[src/rtl/stb_pkg.sv]
// shared types and constants for the software timer bank
// no dependencies; imported by every module of the block
package stb_pkg;

   localparam int SLOTS       = 8;
   localparam int MAX_REPORTS = 8;
   localparam int SLOT_W      = (SLOTS > 1) ? $clog2(SLOTS) : 1;
   localparam int CNT_W       = $clog2(MAX_REPORTS + 1);
   localparam int ID_W        = 5;
   localparam int CNT_MAX     = 32;

   typedef enum logic [2:0] {
      ACT_TICK    = 3'd0,
      ACT_START   = 3'd1,
      ACT_SWITCH  = 3'd2,
      ACT_RESTART = 3'd3,
      ACT_DELETE  = 3'd4,
      ACT_CHECK   = 3'd5,
      ACT_SERVICE = 3'd6
   } action_type;

   typedef enum logic [1:0] {
      ST_OK   = 2'd0,
      ST_BAD  = 2'd1,
      ST_NONE = 2'd2
   } status_type;

   typedef struct packed {
      logic [CNT_MAX-1:0] remaining;
      logic [CNT_MAX-1:0] reload;
      logic               running;
      logic               expired;
      logic               handler;
   } entry_type;

   typedef struct packed {
      logic [2:0]         action;
      logic [7:0]         slot;
      logic [CNT_MAX-1:0] duration;
      logic               repeat_req;
      logic               has_handler;
      logic               enable;
   } req_type;

   typedef struct packed {
      logic [ID_W-1:0] slot_id;
      logic            expired;
      status_type      status;
      logic            last;
   } rsp_type;

endpackage

[src/rtl/stb_alu.sv]
// shared slot update unit: next contents of one slot for the current action
// depends on stb_pkg
module stb_alu (
   input  logic [2:0]             action,
   input  stb_pkg::req_type       req,
   input  stb_pkg::entry_type     cur,
   output stb_pkg::entry_type     nxt
);
   import stb_pkg::*;

   logic [CNT_MAX-1:0] dec;

   always_comb begin
      dec = (cur.remaining != '0) ? cur.remaining - 1'b1 : cur.remaining;
      nxt = cur;
      unique case (action_type'(action))
         ACT_TICK: begin
            if (cur.running) begin
               nxt.remaining = dec;
               if (dec == '0) begin
                  nxt.remaining = cur.reload;
                  nxt.running   = (cur.reload != '0);
                  nxt.expired   = 1'b1;
               end
            end
         end
         ACT_START: begin
            nxt.remaining = req.duration;
            if (req.repeat_req) begin
               nxt.reload = req.duration;
            end
            nxt.handler = req.has_handler;
            nxt.running = 1'b1;
            nxt.expired = 1'b0;
         end
         ACT_SWITCH: begin
            nxt.running = req.enable;
         end
         ACT_RESTART: begin
            nxt.remaining = req.duration;
            nxt.running   = 1'b1;
            nxt.expired   = 1'b0;
         end
         ACT_DELETE: begin
            nxt = '0;
         end
         ACT_SERVICE: begin
            nxt.expired = 1'b0;
         end
         default: begin
            nxt = cur;
         end
      endcase
   end

endmodule

[src/rtl/stb_table.sv]
// slot table: per-slot counts and flags with one indexed read/write port
// depends on stb_pkg
module stb_table (
   input  logic                       clock,
   input  logic                       reset,
   input  logic [stb_pkg::SLOT_W-1:0] idx,
   input  logic                       we,
   input  stb_pkg::entry_type         wr_entry,
   output stb_pkg::entry_type         rd_entry,
   output logic [stb_pkg::SLOTS-1:0]  qual
);
   import stb_pkg::*;

   logic [CNT_MAX-1:0] rem_ff [SLOTS];
   logic [CNT_MAX-1:0] rem_in [SLOTS];
   logic [CNT_MAX-1:0] rld_ff [SLOTS];
   logic [CNT_MAX-1:0] rld_in [SLOTS];
   logic [SLOTS-1:0]   run_ff, run_in;
   logic [SLOTS-1:0]   exp_ff, exp_in;
   logic [SLOTS-1:0]   hnd_ff, hnd_in;

   always_comb begin
      rem_in = rem_ff;
      rld_in = rld_ff;
      run_in = run_ff;
      exp_in = exp_ff;
      hnd_in = hnd_ff;
      if (we) begin
         rem_in[idx] = wr_entry.remaining;
         rld_in[idx] = wr_entry.reload;
         run_in[idx] = wr_entry.running;
         exp_in[idx] = wr_entry.expired;
         hnd_in[idx] = wr_entry.handler;
      end
   end

   always_ff @(posedge clock) begin
      if (reset) begin
         for (int i = 0; i < SLOTS; i++) begin
            rem_ff[i] <= '0;
            rld_ff[i] <= '0;
         end
         run_ff <= '0;
         exp_ff <= '0;
         hnd_ff <= '0;
      end else begin
         rem_ff <= rem_in;
         rld_ff <= rld_in;
         run_ff <= run_in;
         exp_ff <= exp_in;
         hnd_ff <= hnd_in;
      end
   end

   assign rd_entry.remaining = rem_ff[idx];
   assign rd_entry.reload    = rld_ff[idx];
   assign rd_entry.running   = run_ff[idx];
   assign rd_entry.expired   = exp_ff[idx];
   assign rd_entry.handler   = hnd_ff[idx];
   assign qual               = exp_ff & hnd_ff;

endmodule

[src/rtl/stb_ctrl.sv]
// sequencer: accepts a request, walks slots for tick and service, issues result beats
// depends on stb_pkg
module stb_ctrl (
   input  logic                       clock,
   input  logic                       reset,
   input  logic                       req_accept,
   input  stb_pkg::req_type           req,
   output logic                       busy,
   output logic [stb_pkg::SLOT_W-1:0] idx,
   output logic                       we,
   output logic [2:0]                 alu_action,
   output stb_pkg::req_type           req_held,
   input  stb_pkg::entry_type         rd_entry,
   input  logic [stb_pkg::SLOTS-1:0]  qual,
   input  logic                       out_free,
   output logic                       out_push,
   output stb_pkg::rsp_type           out_beat
);
   import stb_pkg::*;

   typedef enum logic [2:0] {
      S_IDLE,
      S_TICK,
      S_SERV,
      S_APPLY,
      S_RESP
   } state_type;

   state_type         state_ff, state_in;
   req_type           req_ff, req_in;
   logic [SLOT_W-1:0] idx_ff, idx_in;
   logic [CNT_W-1:0]  cnt_ff, cnt_in;
   rsp_type           resp_ff, resp_in;
   logic [SLOTS-1:0]  above;
   logic              more;
   logic              at_end;
   logic              is_last;
   logic              bad;

   always_comb begin
      for (int i = 0; i < SLOTS; i++) begin
         above[i] = (i > int'(idx_ff));
      end
   end

   assign more    = |(qual & above);
   assign at_end  = (idx_ff == SLOT_W'(SLOTS - 1));
   assign is_last = (cnt_ff == CNT_W'(MAX_REPORTS - 1)) || !more;
   assign bad     = (req.slot >= 8'(SLOTS));

   always_comb begin
      state_in = state_ff;
      req_in   = req_ff;
      idx_in   = idx_ff;
      cnt_in   = cnt_ff;
      resp_in  = resp_ff;
      we       = 1'b0;
      out_push = 1'b0;
      out_beat = resp_ff;
      unique case (state_ff)
         S_IDLE: begin
            if (req_accept) begin
               req_in = req;
               cnt_in = '0;
               idx_in = '0;
               unique case (action_type'(req.action))
                  ACT_TICK: begin
                     state_in = S_TICK;
                  end
                  ACT_SERVICE: begin
                     if (qual == '0) begin
                        resp_in  = '{slot_id: '0, expired: 1'b0, status: ST_NONE, last: 1'b1};
                        state_in = S_RESP;
                     end else begin
                        state_in = S_SERV;
                     end
                  end
                  ACT_START, ACT_SWITCH, ACT_RESTART, ACT_DELETE, ACT_CHECK: begin
                     if (bad) begin
                        resp_in  = '{slot_id: req.slot[ID_W-1:0], expired: 1'b0,
                                     status: ST_BAD, last: 1'b1};
                        state_in = S_RESP;
                     end else begin
                        idx_in   = req.slot[SLOT_W-1:0];
                        state_in = S_APPLY;
                     end
                  end
                  default: begin
                     state_in = S_IDLE;
                  end
               endcase
            end
         end
         S_TICK: begin
            we = 1'b1;
            if (at_end) begin
               state_in = S_IDLE;
            end else begin
               idx_in = SLOT_W'(idx_ff + 1'b1);
            end
         end
         S_SERV: begin
            out_beat = '{slot_id: ID_W'(idx_ff), expired: 1'b1, status: ST_OK, last: is_last};
            if (qual[idx_ff] && (cnt_ff < CNT_W'(MAX_REPORTS))) begin
               if (out_free) begin
                  out_push = 1'b1;
                  we       = 1'b1;
                  cnt_in   = CNT_W'(cnt_ff + 1'b1);
                  if (is_last || at_end) begin
                     state_in = S_IDLE;
                  end else begin
                     idx_in = SLOT_W'(idx_ff + 1'b1);
                  end
               end
            end else if (at_end) begin
               state_in = S_IDLE;
            end else begin
               idx_in = SLOT_W'(idx_ff + 1'b1);
            end
         end
         S_APPLY: begin
            we       = (action_type'(req_ff.action) != ACT_CHECK);
            resp_in  = '{slot_id: ID_W'(idx_ff),
                         expired: (action_type'(req_ff.action) == ACT_CHECK) && rd_entry.expired,
                         status: ST_OK, last: 1'b1};
            state_in = S_RESP;
         end
         S_RESP: begin
            if (out_free) begin
               out_push = 1'b1;
               state_in = S_IDLE;
            end
         end
         default: begin
            state_in = S_IDLE;
         end
      endcase
   end

   always_ff @(posedge clock) begin
      if (reset) begin
         state_ff <= S_IDLE;
         idx_ff   <= '0;
         cnt_ff   <= '0;
      end else begin
         state_ff <= state_in;
         idx_ff   <= idx_in;
         cnt_ff   <= cnt_in;
      end
      req_ff  <= req_in;
      resp_ff <= resp_in;
   end

   assign busy       = (state_ff != S_IDLE);
   assign idx        = idx_ff;
   assign alu_action = req_ff.action;
   assign req_held   = req_ff;

   a_push_free: assert property (@(posedge clock) disable iff (reset)
      out_push |-> out_free)
      else $error("result beat issued into a full output register");

   a_write_busy: assert property (@(posedge clock) disable iff (reset)
      we |-> (state_ff != S_IDLE))
      else $error("slot table written while idle");

   a_last_idle: assert property (@(posedge clock) disable iff (reset)
      (out_push && out_beat.last) |=> (state_ff == S_IDLE))
      else $error("sequencer still busy after final beat");

   a_cnt_cap: assert property (@(posedge clock) disable iff (reset)
      cnt_ff <= CNT_W'(MAX_REPORTS))
      else $error("service report count beyond limit");

endmodule

[src/rtl/software_timer_bank_unit.sv]
// software timer bank top level: sequencer, slot table, update unit, output register
// tick walks every slot per request; service walks slots, holding on output stalls;
// other actions access one slot, then give a beat (only the beat for bad slot, no service)
// result beats sit in an output register, so the next request is taken while one waits
// synchronous active-high reset clears every slot and the sequencer; no clearing pass
// depends on stb_pkg, stb_alu, stb_table, stb_ctrl
module software_timer_bank_unit (
   input  logic                         clock,
   input  logic                         reset,
   input  logic                         req_valid,
   output logic                         req_stall,
   input  logic [2:0]                   req_action,
   input  logic [7:0]                   req_slot,
   input  logic [stb_pkg::CNT_MAX-1:0]  req_duration,
   input  logic                         req_repeat_req,
   input  logic                         req_has_handler,
   input  logic                         req_enable,
   output logic                         rsp_valid,
   input  logic                         rsp_stall,
   output logic [stb_pkg::ID_W-1:0]     rsp_slot_id,
   output logic                         rsp_expired,
   output logic [1:0]                   rsp_status,
   output logic                         rsp_last
);
   import stb_pkg::*;

   req_type           req;
   req_type           req_held;
   logic              busy;
   logic [SLOT_W-1:0] idx;
   logic              we;
   logic [2:0]        alu_action;
   entry_type         rd_entry;
   entry_type         wr_entry;
   logic [SLOTS-1:0]  qual;
   logic              out_free;
   logic              out_push;
   rsp_type           out_beat;
   logic              rsp_valid_ff, rsp_valid_in;
   rsp_type           rsp_beat_ff, rsp_beat_in;

   assign req = '{action: req_action, slot: req_slot, duration: req_duration,
                  repeat_req: req_repeat_req, has_handler: req_has_handler,
                  enable: req_enable};

   assign req_stall = busy;

   stb_ctrl u_ctrl (
      .clock      (clock),
      .reset      (reset),
      .req_accept (req_valid && !busy),
      .req        (req),
      .busy       (busy),
      .idx        (idx),
      .we         (we),
      .alu_action (alu_action),
      .req_held   (req_held),
      .rd_entry   (rd_entry),
      .qual       (qual),
      .out_free   (out_free),
      .out_push   (out_push),
      .out_beat   (out_beat)
   );

   stb_table u_table (
      .clock    (clock),
      .reset    (reset),
      .idx      (idx),
      .we       (we),
      .wr_entry (wr_entry),
      .rd_entry (rd_entry),
      .qual     (qual)
   );

   stb_alu u_alu (
      .action (alu_action),
      .req    (req_held),
      .cur    (rd_entry),
      .nxt    (wr_entry)
   );

   // output beat register
   assign out_free = !rsp_valid_ff || !rsp_stall;

   always_comb begin
      rsp_valid_in = rsp_valid_ff;
      rsp_beat_in  = rsp_beat_ff;
      if (out_push) begin
         rsp_valid_in = 1'b1;
         rsp_beat_in  = out_beat;
      end else if (!rsp_stall) begin
         rsp_valid_in = 1'b0;
      end
   end

   always_ff @(posedge clock) begin
      if (reset) begin
         rsp_valid_ff <= 1'b0;
      end else begin
         rsp_valid_ff <= rsp_valid_in;
      end
      rsp_beat_ff <= rsp_beat_in;
   end

   assign rsp_valid   = rsp_valid_ff;
   assign rsp_slot_id = rsp_beat_ff.slot_id;
   assign rsp_expired = rsp_beat_ff.expired;
   assign rsp_status  = rsp_beat_ff.status;
   assign rsp_last    = rsp_beat_ff.last;

endmodule
[config.mk]
export PLATFORM = sky130hd
export DESIGN_NAME = software_timer_bank_unit
export DESIGN_NICKNAME = d
export VERILOG_FILES = /design/src/rtl/stb_pkg.sv /design/src/rtl/stb_alu.sv /design/src/rtl/stb_table.sv /design/src/rtl/stb_ctrl.sv /design/src/rtl/software_timer_bank_unit.sv
export SDC_FILE = /design/constraint.sdc
export NUM_CORES = 1
export LEC_CHECK = 0
export ABC_CLOCK_PERIOD_IN_PS = 13750
export CAP_MARGIN = 5
export CELL_PAD_IN_SITES_DETAIL_PLACEMENT = 1
export CELL_PAD_IN_SITES_GLOBAL_PLACEMENT = 2
export CORE_UTILIZATION = 41
export CTS_BUF_LIST = sky130_fd_sc_hd__clkbuf_8
export CTS_CLUSTER_DIAMETER = 200
export DETAILED_ROUTE_END_ITERATION = 16
export DONT_BUFFER_PORTS = 1
export GPL_ROUTABILITY_DRIVEN = 0
export GPL_TIMING_DRIVEN = 1
export HOLD_SLACK_MARGIN = 0.06
export PLACE_DENSITY_LB_ADDON = 0.1
export SETUP_SLACK_MARGIN = 0.05
export SLEW_MARGIN = 10
export SYNTH_ARGS = -nofsm -noshare
export SYNTH_HDL_FRONTEND = slang
export SYNTH_SLANG_ARGS = --single-unit
[constraint.sdc]
create_clock -name clock -period 13.75 [get_ports clock]
set_input_delay 2.0625 -clock clock [delete_from_list [all_inputs] [get_ports clock]]
set_output_delay 2.0625 -clock clock [all_outputs]
set_load 0.01 [all_outputs]
==> flow_summary.ini <==
[outcome]
result_of_the_run = finished, violations left
failed_checks = max-slew violations

[routing]
totalWireLength_um = 99350
via_per_inst = 6.258
dr.first_iter.drc_count = 1734
per_cell_routed_wire_length_um = 26.41
detail_route.drc_violations = 0
route.antenna.remaining_nets = 0
route.vias.total = 23540
1st_pass_router_iterations = 5

[pwr]
clock_power_share_pct = 42.3
pwr-share-comb_pct = 9.5
p_per_area_nw_per_um2 = 127.1
intPower_mw = 2.739
vdd_ir_drop_max_mv = 0.07743
p_seq_share_pct = 48.2
power.net_switching_mw = 1.051
sw_frac_of_total_pct = 27.74
power.total_mw = 3.790
power_leakage_nw = 9.741

[global_routing]
track_usage_pct = 29.37
number_of_antenna_violations_at_the_first_check_in_global_routing = 2
grt_overflow = 0
grt_pass1_wl_um = 151400
grt_pass1_vias = 24150
grt_start_max_net_pins = 572

[run]
number_of_max_cap_violations = 0

[sta]
slew-limit-headroom_pct = -46.17
hold_ws_ns = 0.4623
timing.clock.skew_ns = 0.04504
final_max_slew_viol_count = 289
grt_setup_unrepaired = no
post-route-period-util_pct = 53.77
setup_tns_ns = 0
final_report_setup_violation_count = 0
fin_crit_period_ns = 7.393
fin_ws_ns = 6.357
max_clock_freq_mhz = 135.3
slew_worst_pin_ns = 2.192
hold_viol_final = 0

[logic_synthesis]
synth-edff-count = 55
syn-num-nets = 2976
netlist-cell-type-count = 78
synth.cell_area_um2 = 27210
most_frequently_used_flop_master_after_synthesis = dfxtp_1
postSynthCellCount = 2916
yosysWarningCount = 0
synth_seq_cells = 602
async_flop_share_pct = 0
synth_sequential_area_ratio_pct = 46.31
postSynthAreaPerCell_um2 = 9.333

[cells_and_area]
post_route_cells_drive_above_1_share_pct = 11.75
flow.area_growth_from_synthesis_pct = 9.563
final_net_count = 2869
stdcell_area_um2 = 29820

[floorplan]
placement_rows = 94
core_um2 = 65750
die_area_um2 = 67410
dieHeight_um = 259.6
start_util_pct = 41.39
io_pins = 61
die_width_um = 259.6

[place]
dpl_worst_slack_ns = 6.569
placed_area_um2 = 27760
place_hpwl_um = 63430
io_buffers = 0

[clock_network]
clock-root-buffer = clkbuf_8
h-tree-depth = 3
clkTransAtPathRegs_ns = 0.06
cts_tree = built
cts_stage_hold_buffer_count = 0
tritoncts_num_sinks = 602
cts_made_buffers = 104
clkLatencyLatePin_ns = 0.75
clock_path_buffers = 3
cts_setup_buffers = 0
cts-resized-gates = 0

[setup_path]
startpoint_type = register
cp_max_fo = 54
setup.worst_path.end_class = register
timing_worst_setup_path_type = reg -> reg
crit_required_ns = 14.40
critPathArrivalTime_ns = 8.04

[min_path]
worst_hold_path_type = reg -> reg
[metal layers]
metal  vias to the layer above  global-route usage [%]  wire length [um]
met2                       598                   48.13             46490
met3                       195                   4.620              4643
li1                      10740                       -                 -
met5                         -                       0                 0
met1                     12010                   38.87             44710
met4                         0                   11.09              3500
[layout make-up]
type | instances | area, um2
inverter | 16 | 60.06
sequential | 602 | 12610
clock inverter | 68 | 347.8
tap | 864 | 1081
timing repair buffer | 62 | 462.9
multi-input combinational | 2023 | 13550
fill | 7408 | 35930
clock buffer | 123 | 1693
antenna | 4 | 10.01
[sequential cells by signal, indices dropped and copies added, names as in the netlist]
signal             flops
u_table.rem_ff       256
u_table.rld_ff       256
u_ctrl.req_held       35
u_ctrl.resp_ff         8
u_table.exp_ff         8
u_table.hnd_ff         8
u_table.run_ff         8
rsp_slot_id            5
u_ctrl.cnt_ff          4
u_ctrl.alu_action      3
u_ctrl.idx             3
u_ctrl.state_ff        3
rsp_status             2
rsp_expired            1
rsp_last               1
rsp_valid              1
[synth_stat cells (11+ instances only)]
| master | instances | area, um2 |
|---|---|---|
| a311oi_1 | 17 | 148.9 |
| nand4_1 | 41 | 256.5 |
| nand3_1 | 42 | 210.2 |
| o21ai_1 | 16 | 80.08 |
| a21o_1 | 25 | 187.7 |
| a31oi_1 | 11 | 68.82 |
| mux2i_1 | 36 | 360.4 |
| a21oi_1 | 83 | 415.4 |
| o31ai_1 | 16 | 120.1 |
| a22oi_1 | 119 | 893.4 |
| dfxtp_1 | 547 | 10950 |
| nor3_1 | 36 | 180.2 |
| a221oi_1 | 25 | 219.0 |
| nor4_1 | 11 | 68.82 |
| o21ai_0 | 141 | 705.7 |
| mux4_2 | 65 | 1464 |
| inv_1 | 13 | 48.80 |
| nor3b_1 | 27 | 202.7 |
| clkbuf_1 | 242 | 908.4 |
| mux2_2 | 17 | 191.4 |
| and3_1 | 26 | 162.7 |
| and2_1 | 15 | 93.84 |
| nand2_1 | 138 | 518.0 |
| buf_2 | 13 | 65.06 |
| nor2_1 | 476 | 1787 |
| buf_1 | 11 | 41.29 |
| xnor2_1 | 15 | 131.4 |
| a211oi_1 | 360 | 2703 |
| a22o_1 | 12 | 105.1 |
| edfxtp_1 | 55 | 1652 |
| nand3b_1 | 114 | 855.8 |
[logic make-up after synthesis]
| family | after synthesis | synth area share, % |
|---|---|---|
| AND/OR/NAND/NOR | 965 | 17.06 |
| AO/OA/AOI/OAI | 901 | 23.49 |
| flip-flops | 602 | 46.31 |
| buffers and inverters | 291 | 4.271 |
| multiplexers | 122 | 7.609 |
| XOR/XNOR | 25 | 0.8046 |
| adder cells (fa/ha/maj) | 10 | 0.4597 |
[through the flow]
| step | util [%] | std cells |
|---|---|---|
| 2_1_floorplan | - | 2916 |
| 3_3_place_gp | 42.23 | 3566 |
| 3_5_place_dp | 42.23 | 3566 |
| 4_1_cts | 45.33 | 3757 |
| 5_1_grt | 45.35 | 3761 |
| 6_report | 45.35 | 3762 |
[layout by cell type (no fill, tap or decap), types with 9 or more instances in the layout]
master and n:
a211oi_1 360, a21o_1 25, a21oi_1 83, a221oi_1 25
a22o_1 12, a22oi_1 119, a311oi_1 17, a31oi_1 11
and2_1 14, and3_1 25, buf_4 61, clkbuf_8 123
clkinv_1 10, clkinv_2 12, dfxtp_1 545, edfxtp_1 55
ha_1 10, inv_1 53, mux2_2 17, mux2i_1 36
mux4_2 65, nand2_1 137, nand3_1 42, nand3b_1 114
nand4_1 41, nor2_1 469, nor3_1 27, nor3_2 9
nor3b_1 27, nor4_1 11, o21ai_0 141, o21ai_1 16
o31ai_1 16, xnor2_1 15, xor2_1 10
[worst paths after layout]
kind	slack, ns	to	cells after the start	start
worst min register to register	0.46	u_table.rem_ff[249]	2	u_table.rem_ff[249]
worst max-delay path	6.36	u_table.rem_ff[73]	14	u_ctrl.idx[1]
worst max register to register	6.36	u_table.rem_ff[73]	14	u_ctrl.idx[1]
worst min-delay path	0.46	u_table.rem_ff[249]	2	u_table.rem_ff[249]
[critical path, cell delays in order (launching register included)]
cell       delay [ns]
dfxtp_4          0.39
buf_4            0.70
buf_4            0.75
mux4_2           0.41
mux2_2           0.37
nor4_2           0.64
nor4b_2          0.58
nand3_1          0.50
a221oi_2         0.42
nand4_1          0.21
nor4_4           0.68
nand2_2          0.50
o21a_1           0.34
a2111oi_4        0.52
a21o_1           0.19
[power by group through the flow]
stage	clock network, mW	registers, mW	logic [mW]
final	1.60	1.83	0.362
after global placement	0	1.86	0.350
after CTS	1.64	1.83	0.355
after detailed placement	0	1.86	0.354
after floorplan	0	1.84	0.265
after global routing	1.72	1.83	0.384
No activity file was read; power rests on OpenSTA's default activity.
